==> config.mk <==
export PLATFORM = sky130hd
export DESIGN_NAME = sha256_stream_hasher_core
export DESIGN_NICKNAME = d
export VERILOG_FILES = /design/src/rtl/sha_pkg.sv /design/src/rtl/sha256_stream_hasher_core.sv /design/src/rtl/sha_dp.sv /design/src/rtl/sha_ctrl.sv
export VERILOG_INCLUDE_DIRS = /design/src /design/src/rtl
export SDC_FILE = /design/constraint.sdc
export NUM_CORES = 2
export LEC_CHECK = 0
export BUFFER_PORTS_ARGS = -buffer_cell sky130_fd_sc_hd__buf_4
export CORE_MARGIN = 8
export CORE_UTILIZATION = 51
export CTS_BUF_LIST = sky130_fd_sc_hd__clkbuf_2
export DETAILED_ROUTE_END_ITERATION = 8
export GPL_TIMING_DRIVEN = 0
export PLACE_DENSITY = 0.69
export SETUP_SLACK_MARGIN = 0.5
export SLEW_MARGIN = 20
export SYNTH_ARGS = -nofsm -noshare
export SYNTH_HDL_FRONTEND = slang
export SYNTH_HIERARCHICAL = 1
export SYNTH_SLANG_ARGS = --single-unit
==> constraint.sdc <==
create_clock -name clk -period 36.2 [get_ports clk]
set_clock_uncertainty 0.1 [all_clocks]
set_input_delay 7.24 -clock clk [delete_from_list [all_inputs] [get_ports clk]]
set_output_delay 7.24 -clock clk [all_outputs]
set_load 0.01 [all_outputs]
==> src/rtl/sha256_stream_hasher_core_assert.svh <==
// ----------------------------------------------------------------------------
// SHA-256 stream hasher assertion macros
// Concurrent checks clocked on clk, held off while arst_n is low.
// ----------------------------------------------------------------------------
`ifndef SHA256_STREAM_HASHER_CORE_ASSERT_SVH
`define SHA256_STREAM_HASHER_CORE_ASSERT_SVH
`ifndef SYNTH
// same-cycle implication
`define SHA_CHK_NOW(lbl, ante, cons) \
	lbl: assert property (@(posedge clk) disable iff (!arst_n) (ante) |-> (cons)) \
		else $error("sha256 core check failed");
// next-cycle implication
`define SHA_CHK_NEXT(lbl, ante, cons) \
	lbl: assert property (@(posedge clk) disable iff (!arst_n) (ante) |=> (cons)) \
		else $error("sha256 core check failed");
`else
`define SHA_CHK_NOW(lbl, ante, cons)
`define SHA_CHK_NEXT(lbl, ante, cons)
`endif
`endif

==> src/rtl/sha_pkg.sv <==
// ----------------------------------------------------------------------------
// sha_pkg
// Shared types, constants and command/status structs of the SHA-256 hasher.
// ----------------------------------------------------------------------------
package sha_pkg;

	// message word in
	typedef struct packed {
		logic [31:0] data_word;
		logic [2:0]  valid_bytes;
		logic        final_word;
	} msg_t;

	// digest word out
	typedef struct packed {
		logic [31:0] digest_word;
		logic [2:0]  word_index;
		logic        last_word;
	} dig_t;

	// byte source for the block append path
	localparam logic [2:0] SRC_IN    = 3'd0;
	localparam logic [2:0] SRC_PEND  = 3'd1;
	localparam logic [2:0] SRC_PAD   = 3'd2;
	localparam logic [2:0] SRC_ZERO  = 3'd3;
	localparam logic [2:0] SRC_LENHI = 3'd4;
	localparam logic [2:0] SRC_LENLO = 3'd5;

	// controller to datapath
	typedef struct packed {
		logic       take_en;   // latch input word remainder, grow length
		logic [2:0] take_cnt;  // clamped byte count of the input word
		logic       app_en;    // append bytes to block
		logic [2:0] app_src;
		logic [2:0] app_n;     // bytes appended, 0 to 4
		logic       rnd_en;    // one compression round
		logic [5:0] rnd_idx;
		logic       fold_en;   // add working vars into chain value
		logic       clr_en;    // back to initial hash, zero length
		logic [2:0] out_idx;   // digest word on the output
	} cmd_t;

	// datapath to controller
	typedef struct packed {
		logic [5:0] fill;      // bytes held in the block
	} sts_t;

	localparam logic [0:7][31:0] SHA_IV = {
		32'h6a09e667, 32'hbb67ae85, 32'h3c6ef372, 32'ha54ff53a,
		32'h510e527f, 32'h9b05688c, 32'h1f83d9ab, 32'h5be0cd19};

	localparam logic [0:63][31:0] SHA_K = {
		32'h428a2f98, 32'h71374491, 32'hb5c0fbcf, 32'he9b5dba5,
		32'h3956c25b, 32'h59f111f1, 32'h923f82a4, 32'hab1c5ed5,
		32'hd807aa98, 32'h12835b01, 32'h243185be, 32'h550c7dc3,
		32'h72be5d74, 32'h80deb1fe, 32'h9bdc06a7, 32'hc19bf174,
		32'he49b69c1, 32'hefbe4786, 32'h0fc19dc6, 32'h240ca1cc,
		32'h2de92c6f, 32'h4a7484aa, 32'h5cb0a9dc, 32'h76f988da,
		32'h983e5152, 32'ha831c66d, 32'hb00327c8, 32'hbf597fc7,
		32'hc6e00bf3, 32'hd5a79147, 32'h06ca6351, 32'h14292967,
		32'h27b70a85, 32'h2e1b2138, 32'h4d2c6dfc, 32'h53380d13,
		32'h650a7354, 32'h766a0abb, 32'h81c2c92e, 32'h92722c85,
		32'ha2bfe8a1, 32'ha81a664b, 32'hc24b8b70, 32'hc76c51a3,
		32'hd192e819, 32'hd6990624, 32'hf40e3585, 32'h106aa070,
		32'h19a4c116, 32'h1e376c08, 32'h2748774c, 32'h34b0bcb5,
		32'h391c0cb3, 32'h4ed8aa4a, 32'h5b9cca4f, 32'h682e6ff3,
		32'h748f82ee, 32'h78a5636f, 32'h84c87814, 32'h8cc70208,
		32'h90befffa, 32'ha4506ceb, 32'hbef9a3f7, 32'hc67178f2};

endpackage

==> src/rtl/sha256_stream_hasher_core.sv <==
// ----------------------------------------------------------------------------
// sha256_stream_hasher_core
// SHA-256 digest of a byte message fed as big-endian words of 0 to 4 bytes.
//
//   channel  dir  handshake             word
//   msg      in   msg_valid/msg_stall   data_word, valid_bytes, final_word
//   dig      out  dig_valid/dig_stall   digest_word, word_index, last_word
//
// A message word is taken only while idle; each filled 64-byte block runs
// 64 rounds in the single round unit, then the chain add, with msg_stall
// high, and a word that straddled the block then appends its remainder.
// The final word adds padding, up to 4 bytes at a time, and one or two blocks.
// The eight digest words then go out one per accepted cycle; msg_stall is
// high from acceptance of the final word until the eighth is taken.
// After reset the block holds the initial hash and accepts a word at once.
// ----------------------------------------------------------------------------
module sha256_stream_hasher_core (
	input  logic          clk,
	input  logic          arst_n,
	input  logic          msg_valid,
	output logic          msg_stall,
	input  sha_pkg::msg_t msg_data,
	output logic          dig_valid,
	input  logic          dig_stall,
	output sha_pkg::dig_t dig_data
);
	import sha_pkg::*;

	cmd_t cmd;
	sts_t sts;

	sha_ctrl u_ctrl (
		.clk       (clk),
		.arst_n    (arst_n),
		.msg_valid (msg_valid),
		.msg_stall (msg_stall),
		.msg_data  (msg_data),
		.dig_valid (dig_valid),
		.dig_stall (dig_stall),
		.sts       (sts),
		.cmd       (cmd)
	);

	sha_dp u_dp (
		.clk      (clk),
		.arst_n   (arst_n),
		.in_word  (msg_data.data_word),
		.cmd      (cmd),
		.sts      (sts),
		.dig_data (dig_data)
	);

endmodule

==> src/rtl/sha_dp.sv <==
// ----------------------------------------------------------------------------
// sha_dp
// Datapath: byte-append block register that doubles as the message schedule
// window, working variables, chain value, bit length and digest select.
// ----------------------------------------------------------------------------
module sha_dp (
	input  logic          clk,
	input  logic          arst_n,
	input  logic [31:0]   in_word,
	input  sha_pkg::cmd_t cmd,
	output sha_pkg::sts_t sts,
	output sha_pkg::dig_t dig_data
);
	import sha_pkg::*;

	function automatic logic [31:0] ror(input logic [31:0] x, input int n);
		ror = (x >> n) | (x << (32 - n));
	endfunction

	// block bytes in arrival order, newest in the low byte; word 0 on top when full
	logic [511:0]         blk_q;
	logic [511:0]         app_blk;
	logic [31:0]          pend_q;
	logic [31:0]          src_word;
	logic [63:0]          len_q;
	logic [5:0]           fill_q;
	logic [0:7][31:0]     h_q;
	logic [0:7][31:0]     v_q;
	logic [31:0]          w0, w1, w9, w14, w_new;
	logic [31:0]          t1, t2;

	// append source
	always_comb begin
		case (cmd.app_src)
			SRC_IN:    src_word = in_word;
			SRC_PEND:  src_word = pend_q;
			SRC_PAD:   src_word = 32'h8000_0000;
			SRC_LENHI: src_word = len_q[63:32];
			SRC_LENLO: src_word = len_q[31:0];
			default:   src_word = '0;
		endcase
	end

	// shift in the leading bytes of the source
	always_comb begin
		case (cmd.app_n)
			3'd0:    app_blk = blk_q;
			3'd1:    app_blk = {blk_q[503:0], src_word[31:24]};
			3'd2:    app_blk = {blk_q[495:0], src_word[31:16]};
			3'd3:    app_blk = {blk_q[487:0], src_word[31:8]};
			default: app_blk = {blk_q[479:0], src_word};
		endcase
	end

	// schedule window taps
	assign w0  = blk_q[511:480];
	assign w1  = blk_q[479:448];
	assign w9  = blk_q[223:192];
	assign w14 = blk_q[63:32];
	assign w_new = (ror(w14, 17) ^ ror(w14, 19) ^ (w14 >> 10)) + w9
		+ (ror(w1, 7) ^ ror(w1, 18) ^ (w1 >> 3)) + w0;

	// round function
	assign t1 = v_q[7] + (ror(v_q[4], 6) ^ ror(v_q[4], 11) ^ ror(v_q[4], 25))
		+ ((v_q[4] & v_q[5]) ^ (~v_q[4] & v_q[6])) + SHA_K[cmd.rnd_idx] + w0;
	assign t2 = (ror(v_q[0], 2) ^ ror(v_q[0], 13) ^ ror(v_q[0], 22))
		+ ((v_q[0] & v_q[1]) ^ (v_q[0] & v_q[2]) ^ (v_q[1] & v_q[2]));

	// block register and input remainder
	always_ff @(posedge clk) begin
		if (cmd.app_en) begin
			blk_q <= app_blk;
		end else if (cmd.rnd_en) begin
			blk_q <= {blk_q[479:0], w_new};
		end
		if (cmd.take_en) begin
			pend_q <= in_word << {cmd.app_n, 3'b000};
		end
	end

	// fill, length, chain value and working vars
	always_ff @(posedge clk or negedge arst_n) begin
		if (!arst_n) begin
			fill_q <= '0;
			len_q  <= '0;
			h_q    <= SHA_IV;
			v_q    <= SHA_IV;
		end else begin
			if (cmd.clr_en) begin
				fill_q <= '0;
				len_q  <= '0;
				h_q    <= SHA_IV;
				v_q    <= SHA_IV;
			end else begin
				if (cmd.app_en) begin
					fill_q <= fill_q + {3'b000, cmd.app_n};
				end
				if (cmd.take_en) begin
					len_q <= len_q + {58'd0, cmd.take_cnt, 3'b000};
				end
				if (cmd.rnd_en) begin
					v_q <= {t1 + t2, v_q[0], v_q[1], v_q[2], v_q[3] + t1,
						v_q[4], v_q[5], v_q[6]};
				end else if (cmd.fold_en) begin
					// vars restart from the new chain value
					for (int j = 0; j < 8; j++) begin
						h_q[j] <= h_q[j] + v_q[j];
						v_q[j] <= h_q[j] + v_q[j];
					end
				end
			end
		end
	end

	assign sts.fill = fill_q;

	assign dig_data.digest_word = h_q[cmd.out_idx];
	assign dig_data.word_index  = cmd.out_idx;
	assign dig_data.last_word   = (cmd.out_idx == 3'd7);

endmodule

==> src/rtl/sha_ctrl.sv <==
// ----------------------------------------------------------------------------
// sha_ctrl
// Controller: input word intake, padding sequence, round counting and
// digest word sequencing.
// ----------------------------------------------------------------------------
`include "sha256_stream_hasher_core_assert.svh"

module sha_ctrl (
	input  logic          clk,
	input  logic          arst_n,
	input  logic          msg_valid,
	output logic          msg_stall,
	input  sha_pkg::msg_t msg_data,
	output logic          dig_valid,
	input  logic          dig_stall,
	input  sha_pkg::sts_t sts,
	output sha_pkg::cmd_t cmd
);
	import sha_pkg::*;

	localparam logic [2:0] S_IDLE  = 3'd0;
	localparam logic [2:0] S_COMP  = 3'd1;
	localparam logic [2:0] S_FOLD  = 3'd2;
	localparam logic [2:0] S_REM   = 3'd3;
	localparam logic [2:0] S_PAD80 = 3'd4;
	localparam logic [2:0] S_PADZ  = 3'd5;
	localparam logic [2:0] S_LENLO = 3'd6;
	localparam logic [2:0] S_OUT   = 3'd7;

	logic [2:0] state_q, state_d;
	logic [2:0] res_q, res_d;      // where to go after the fold
	logic [2:0] rem_q, rem_d;      // bytes of the input word left for next block
	logic       fin_q, fin_d;
	logic [5:0] rnd_q;
	logic [2:0] idx_q;
	logic [2:0] cnt, k, rem, zn, n_sel;
	logic [6:0] fill7, room, zt;
	logic       blk_full;

	// byte counts
	assign cnt   = (msg_data.valid_bytes > 3'd4) ? 3'd4 : msg_data.valid_bytes;
	assign fill7 = {1'b0, sts.fill};
	assign room  = 7'd64 - fill7;
	assign k     = ({4'b0000, cnt} <= room) ? cnt : room[2:0];
	assign rem   = cnt - k;
	assign zt    = (fill7 < 7'd56) ? (7'd56 - fill7) : (7'd64 - fill7);
	assign zn    = (zt >= 7'd4) ? 3'd4 : zt[2:0];

	// bytes appended this cycle
	always_comb begin
		case (state_q)
			S_IDLE:  n_sel = k;
			S_REM:   n_sel = rem_q;
			S_PAD80: n_sel = 3'd1;
			S_PADZ:  n_sel = (sts.fill == 6'd56) ? 3'd4 : zn;
			S_LENLO: n_sel = 3'd4;
			default: n_sel = 3'd0;
		endcase
	end

	assign blk_full = ((fill7 + {4'b0000, n_sel}) == 7'd64);

	// next state and commands
	always_comb begin
		logic [2:0] nxt;
		nxt      = msg_data.final_word ? S_PAD80 : S_IDLE;
		state_d  = state_q;
		res_d    = res_q;
		rem_d    = rem_q;
		fin_d    = fin_q;
		cmd          = '0;
		cmd.take_cnt = cnt;
		cmd.app_n    = n_sel;
		cmd.rnd_idx  = rnd_q;
		cmd.out_idx  = idx_q;
		case (state_q)
			S_IDLE: begin
				if (msg_valid) begin
					cmd.take_en = 1'b1;
					cmd.app_en  = 1'b1;
					cmd.app_src = SRC_IN;
					rem_d = rem;
					fin_d = msg_data.final_word;
					if (blk_full) begin
						res_d   = (rem != 3'd0) ? S_REM : nxt;
						state_d = S_COMP;
					end else begin
						state_d = nxt;
					end
				end
			end
			S_REM: begin
				cmd.app_en  = 1'b1;
				cmd.app_src = SRC_PEND;
				rem_d   = 3'd0;
				state_d = fin_q ? S_PAD80 : S_IDLE;
			end
			S_PAD80: begin
				cmd.app_en  = 1'b1;
				cmd.app_src = SRC_PAD;
				if (blk_full) begin
					res_d   = S_PADZ;
					state_d = S_COMP;
				end else begin
					state_d = S_PADZ;
				end
			end
			S_PADZ: begin
				cmd.app_en = 1'b1;
				if (sts.fill == 6'd56) begin
					cmd.app_src = SRC_LENHI;
					state_d     = S_LENLO;
				end else begin
					cmd.app_src = SRC_ZERO;
					if (blk_full) begin
						res_d   = S_PADZ;
						state_d = S_COMP;
					end
				end
			end
			S_LENLO: begin
				cmd.app_en  = 1'b1;
				cmd.app_src = SRC_LENLO;
				res_d   = S_OUT;
				state_d = S_COMP;
			end
			S_COMP: begin
				cmd.rnd_en = 1'b1;
				if (rnd_q == 6'd63) begin
					state_d = S_FOLD;
				end
			end
			S_FOLD: begin
				cmd.fold_en = 1'b1;
				state_d = res_q;
			end
			S_OUT: begin
				if (!dig_stall && idx_q == 3'd7) begin
					cmd.clr_en = 1'b1;
					fin_d   = 1'b0;
					state_d = S_IDLE;
				end
			end
			default: begin
				state_d = S_IDLE;
			end
		endcase
	end

	// state registers
	always_ff @(posedge clk or negedge arst_n) begin
		if (!arst_n) begin
			state_q <= S_IDLE;
			res_q   <= S_IDLE;
			rem_q   <= '0;
			fin_q   <= 1'b0;
			rnd_q   <= '0;
			idx_q   <= '0;
		end else begin
			state_q <= state_d;
			res_q   <= res_d;
			rem_q   <= rem_d;
			fin_q   <= fin_d;
			if (state_q == S_COMP) begin
				rnd_q <= rnd_q + 6'd1;
			end
			if (state_q == S_OUT && !dig_stall) begin
				idx_q <= idx_q + 3'd1;
			end
		end
	end

	assign msg_stall = (state_q != S_IDLE);
	assign dig_valid = (state_q == S_OUT);

	`SHA_CHK_NEXT(a_rnd_end, state_q == S_COMP && rnd_q == 6'd63, state_q == S_FOLD)
	`SHA_CHK_NEXT(a_fold_ret, state_q == S_FOLD, state_q == $past(res_q))
	`SHA_CHK_NOW(a_rem_aligned, state_q == S_REM, sts.fill == 6'd0 && rem_q != 3'd0)
	`SHA_CHK_NOW(a_len_slot, state_q == S_LENLO, sts.fill == 6'd60)

endmodule

==> results_dict.tcl <==
set metrics [dict create \
    slowest_delay_ns 1.01 \
    slew_headroom_pct 2.591 \
    path_depth 5 \
    r2r_cells 35 \
    ctsResizeCount 0 \
    dp_hpwl_um 350800 \
    fin_crit_sh_pct 35.81 \
    die_h_um 442.8 \
    max_freq_ghz 0.07714 \
    grt_pass1_wl_um 642600 \
    die_w_um 442.8 \
    cp_max_fo 10 \
    final_cell_mix "a21oi_1 (1151), nand2_1 (783), a21o_1 (701), clkbuf_1 (680), clkbuf_2 (622)" \
    fin_crit_ns 12.96 \
    cts_root_buf "clkbuf_2" \
    status "complete, no violations" \
    rsz0062_at_grt "no" \
    fp.dieArea_um2 196100 \
    clockBufferDepth 4 \
    post_drt_wl_per_cell_um 34.94 \
    path_delay_family "buffers and inverters" \
    grt_use_total_pct 44.72 \
    syn_inst 10090 \
    drc 0 \
    buffer_ports.inserted 77 \
    crit_required_ns 28.86 \
    grt_max_degree 95 \
    cts_tree "done" \
    cp.arrival_ns 5.62 \
    htreeDepth 5 \
    async_flop_share_pct 52.36 \
    grt_pass1_vias 87300 \
    io_pins 78 \
    cp_slowest_cell "clkbuf_1" \
    cts_made_buffers 347 \
    crit_path_cell_trace "clkbuf_2 > clkbuf_1 > mux4_2 > mux2_2 > buf_4" \
    drtPass1Iterations 9 \
    grt_overflow 0 \
    stdcell_area_um2 101200 \
    nets 11220 \
    finalSetupViolCount 0 \
    placed_area_um2 98050 \
    drtIter0Drc 15290 \
    wl_um 462400 \
    fp.coreArea_um2 180900 \
    timing.setup.tns_ns 0 \
    rows 156 \
    yosysUniqueCellTypes 108 \
    via_per_inst 7.085 \
    clk-insertion-delay-late_ns 1.90 \
    max_cap_violations 0 \
    syn_nets 10740 \
    path_clk_slew_ns 0.10 \
    holdPathStages 2 \
    ant_nets 0 \
    gp_congestion 1.102 \
    syn_area_um2 92890 \
    path_buf_inv 3 \
    ys_seq_area_share_pct 34.06 \
    ys_seq_elements 1142 \
    synth_edf_count 544 \
    clkSinkCount 1142 \
    ctsHoldBuffers 0 \
    antenna_found_initial 34 \
    maxSlewViolCount 0 \
    worstSetupPathType "reg2out" \
    layout_commonest_cell "a21oi_1" \
    synth_flop_cell "edfxtp_1" \
    num_vias 93750 \
    area_growth_pct 8.997 \
    hp-class "reg2reg" \
    synth_area_per_cell_um2 9.207 \
    drive_gt1_share_pct 11.80 \
    yosys_warnings 6 \
    final_hold_viol_count 0 \
    setup.worst_path.end_class "output pin" \
    post-cts-setup-buffers 0 \
    start_kind "flop" \
    start_util_pct 51.34 \
    worst_pin_slew_ns 1.451 \
]
-- cell usage after synthesis (all sizes together) (62+ instances only) --
library cell / count / area share (%)
dfstp: 272 / 7.7
nand3: 145 / 0.78
a211oi: 140 / 1.1
buf: 66 / 0.28
nor2b: 91 / 0.61
o21ai: 458 / 2.5
fa: 199 / 4.3
edfxtp: 544 / 18
mux2i: 606 / 6.5
a21oi: 1153 / 6.2
inv: 483 / 2.0
a21o: 703 / 5.7
mux2: 62 / 0.75
ha: 407 / 5.5
o211ai: 119 / 0.96
a2111oi: 484 / 4.6
dfrtp: 326 / 8.8
mux4: 73 / 1.8
nor3: 95 / 0.53
nand2: 783 / 3.2
xor2: 229 / 2.2
clkbuf: 783 / 3.2
nor2: 593 / 2.4
xnor2: 411 / 3.9
nand2b: 70 / 0.47
-- flip-flops by register name (all words and copies together) (netlist names) --
name / cells
u_ctrl/state_q: 3
u_dp/len_q: 61
u_dp/sts: 6
u_dp/v_q: 256
u_ctrl/idx_q: 3
u_ctrl/fin_q: 1
u_ctrl/rnd_q: 6
u_ctrl/rem_q: 3
u_ctrl/res_q: 3
u_dp/h_q: 256
u_dp/pend_q: 32
u_dp/blk_q: 512
-- cells by family (layout without fill, tap and decap cells) --
| group | count (synthesis) | after routing | share of synthesized area [%] |
|---|---|---|---|
| AND/OR/NAND/NOR | 2003 | 2003 | 9.595 |
| flip-flops | 1142 | 1142 | 34.06 |
| XOR/XNOR | 642 | 642 | 6.083 |
| adder cells (fa/ha/maj) | 608 | 608 | 9.793 |
| multiplexers | 741 | 741 | 9.052 |
| AO/OA/AOI/OAI | 3615 | 3615 | 25.99 |
| other | 0 | 27 | 0 |
| buffers and inverters | 1338 | 2084 | 5.422 |
-- stage by stage --
| step | hold WS, ns | setup WS (ns) | instances | util [%] |
|---|---|---|---|---|
| 4_1_cts | 0.3778 | 23.30 | 13200 | 55.90 |
| 2_1_floorplan | 0.3427 | 11.59 | 10090 | - |
| 5_1_grt | 0.4003 | 23.21 | 13220 | 55.93 |
| 6_report | 0.3919 | 23.24 | 13230 | 55.96 |
| 3_5_place_dp | 0.3739 | 22.18 | 12590 | 54.19 |
| 3_3_place_gp | 0.3636 | 3.346 | 12540 | 53.30 |
-- final timing paths --
check,start,end,slack (ns)
worst max-delay path,u_ctrl/idx_q[1],dig_data[11],23.24
worst min-delay path,u_dp/h_q[11],u_dp/h_q[11],0.39
worst max register to register,u_ctrl/rnd_q[1],u_dp/v_q[252],25.06
worst min register to register,u_dp/h_q[11],u_dp/h_q[11],0.39
max in group asynchronous,arst_n,u_dp/h_q[254],28.30
min in group asynchronous,arst_n,u_ctrl/res_q[1],5.24
-- area by class of cell --
| class | count | area (µm²) |
|---|---|---|
| Clock inverter | 94 | 498.0 |
| Inverter | 489 | 1836 |
| Tap cell | 2370 | 2965 |
| Clock buffer | 517 | 2587 |
| Fill cell | 16550 | 79690 |
| Multi-Input combinational cell | 7609 | 56300 |
| Buffer | 849 | 3363 |
| Timing Repair Buffer | 135 | 1984 |
| Sequential cell | 1142 | 31640 |
| Antenna cell | 27 | 67.56 |
-- tightest hold or removal path, cell delays in order (launching register included) --
cell and delay, ns:
dfstp_2 0.40, nand2_1 0.06, nand2_1 0.05
-- routing by layer --
layer	up-vias	share of wire (%)	GRT usage [%]
li1	38440	-	-
met1	45510	38	58.65
met2	7963	38	59.82
met3	1809	16	19.99
met4	34	7.6	27.05
met5	-	0.15	1.636
Power is left out: the tool's default activity adds up to more than one toggle a clock period on the data nets, which glitch-free logic cannot reach.
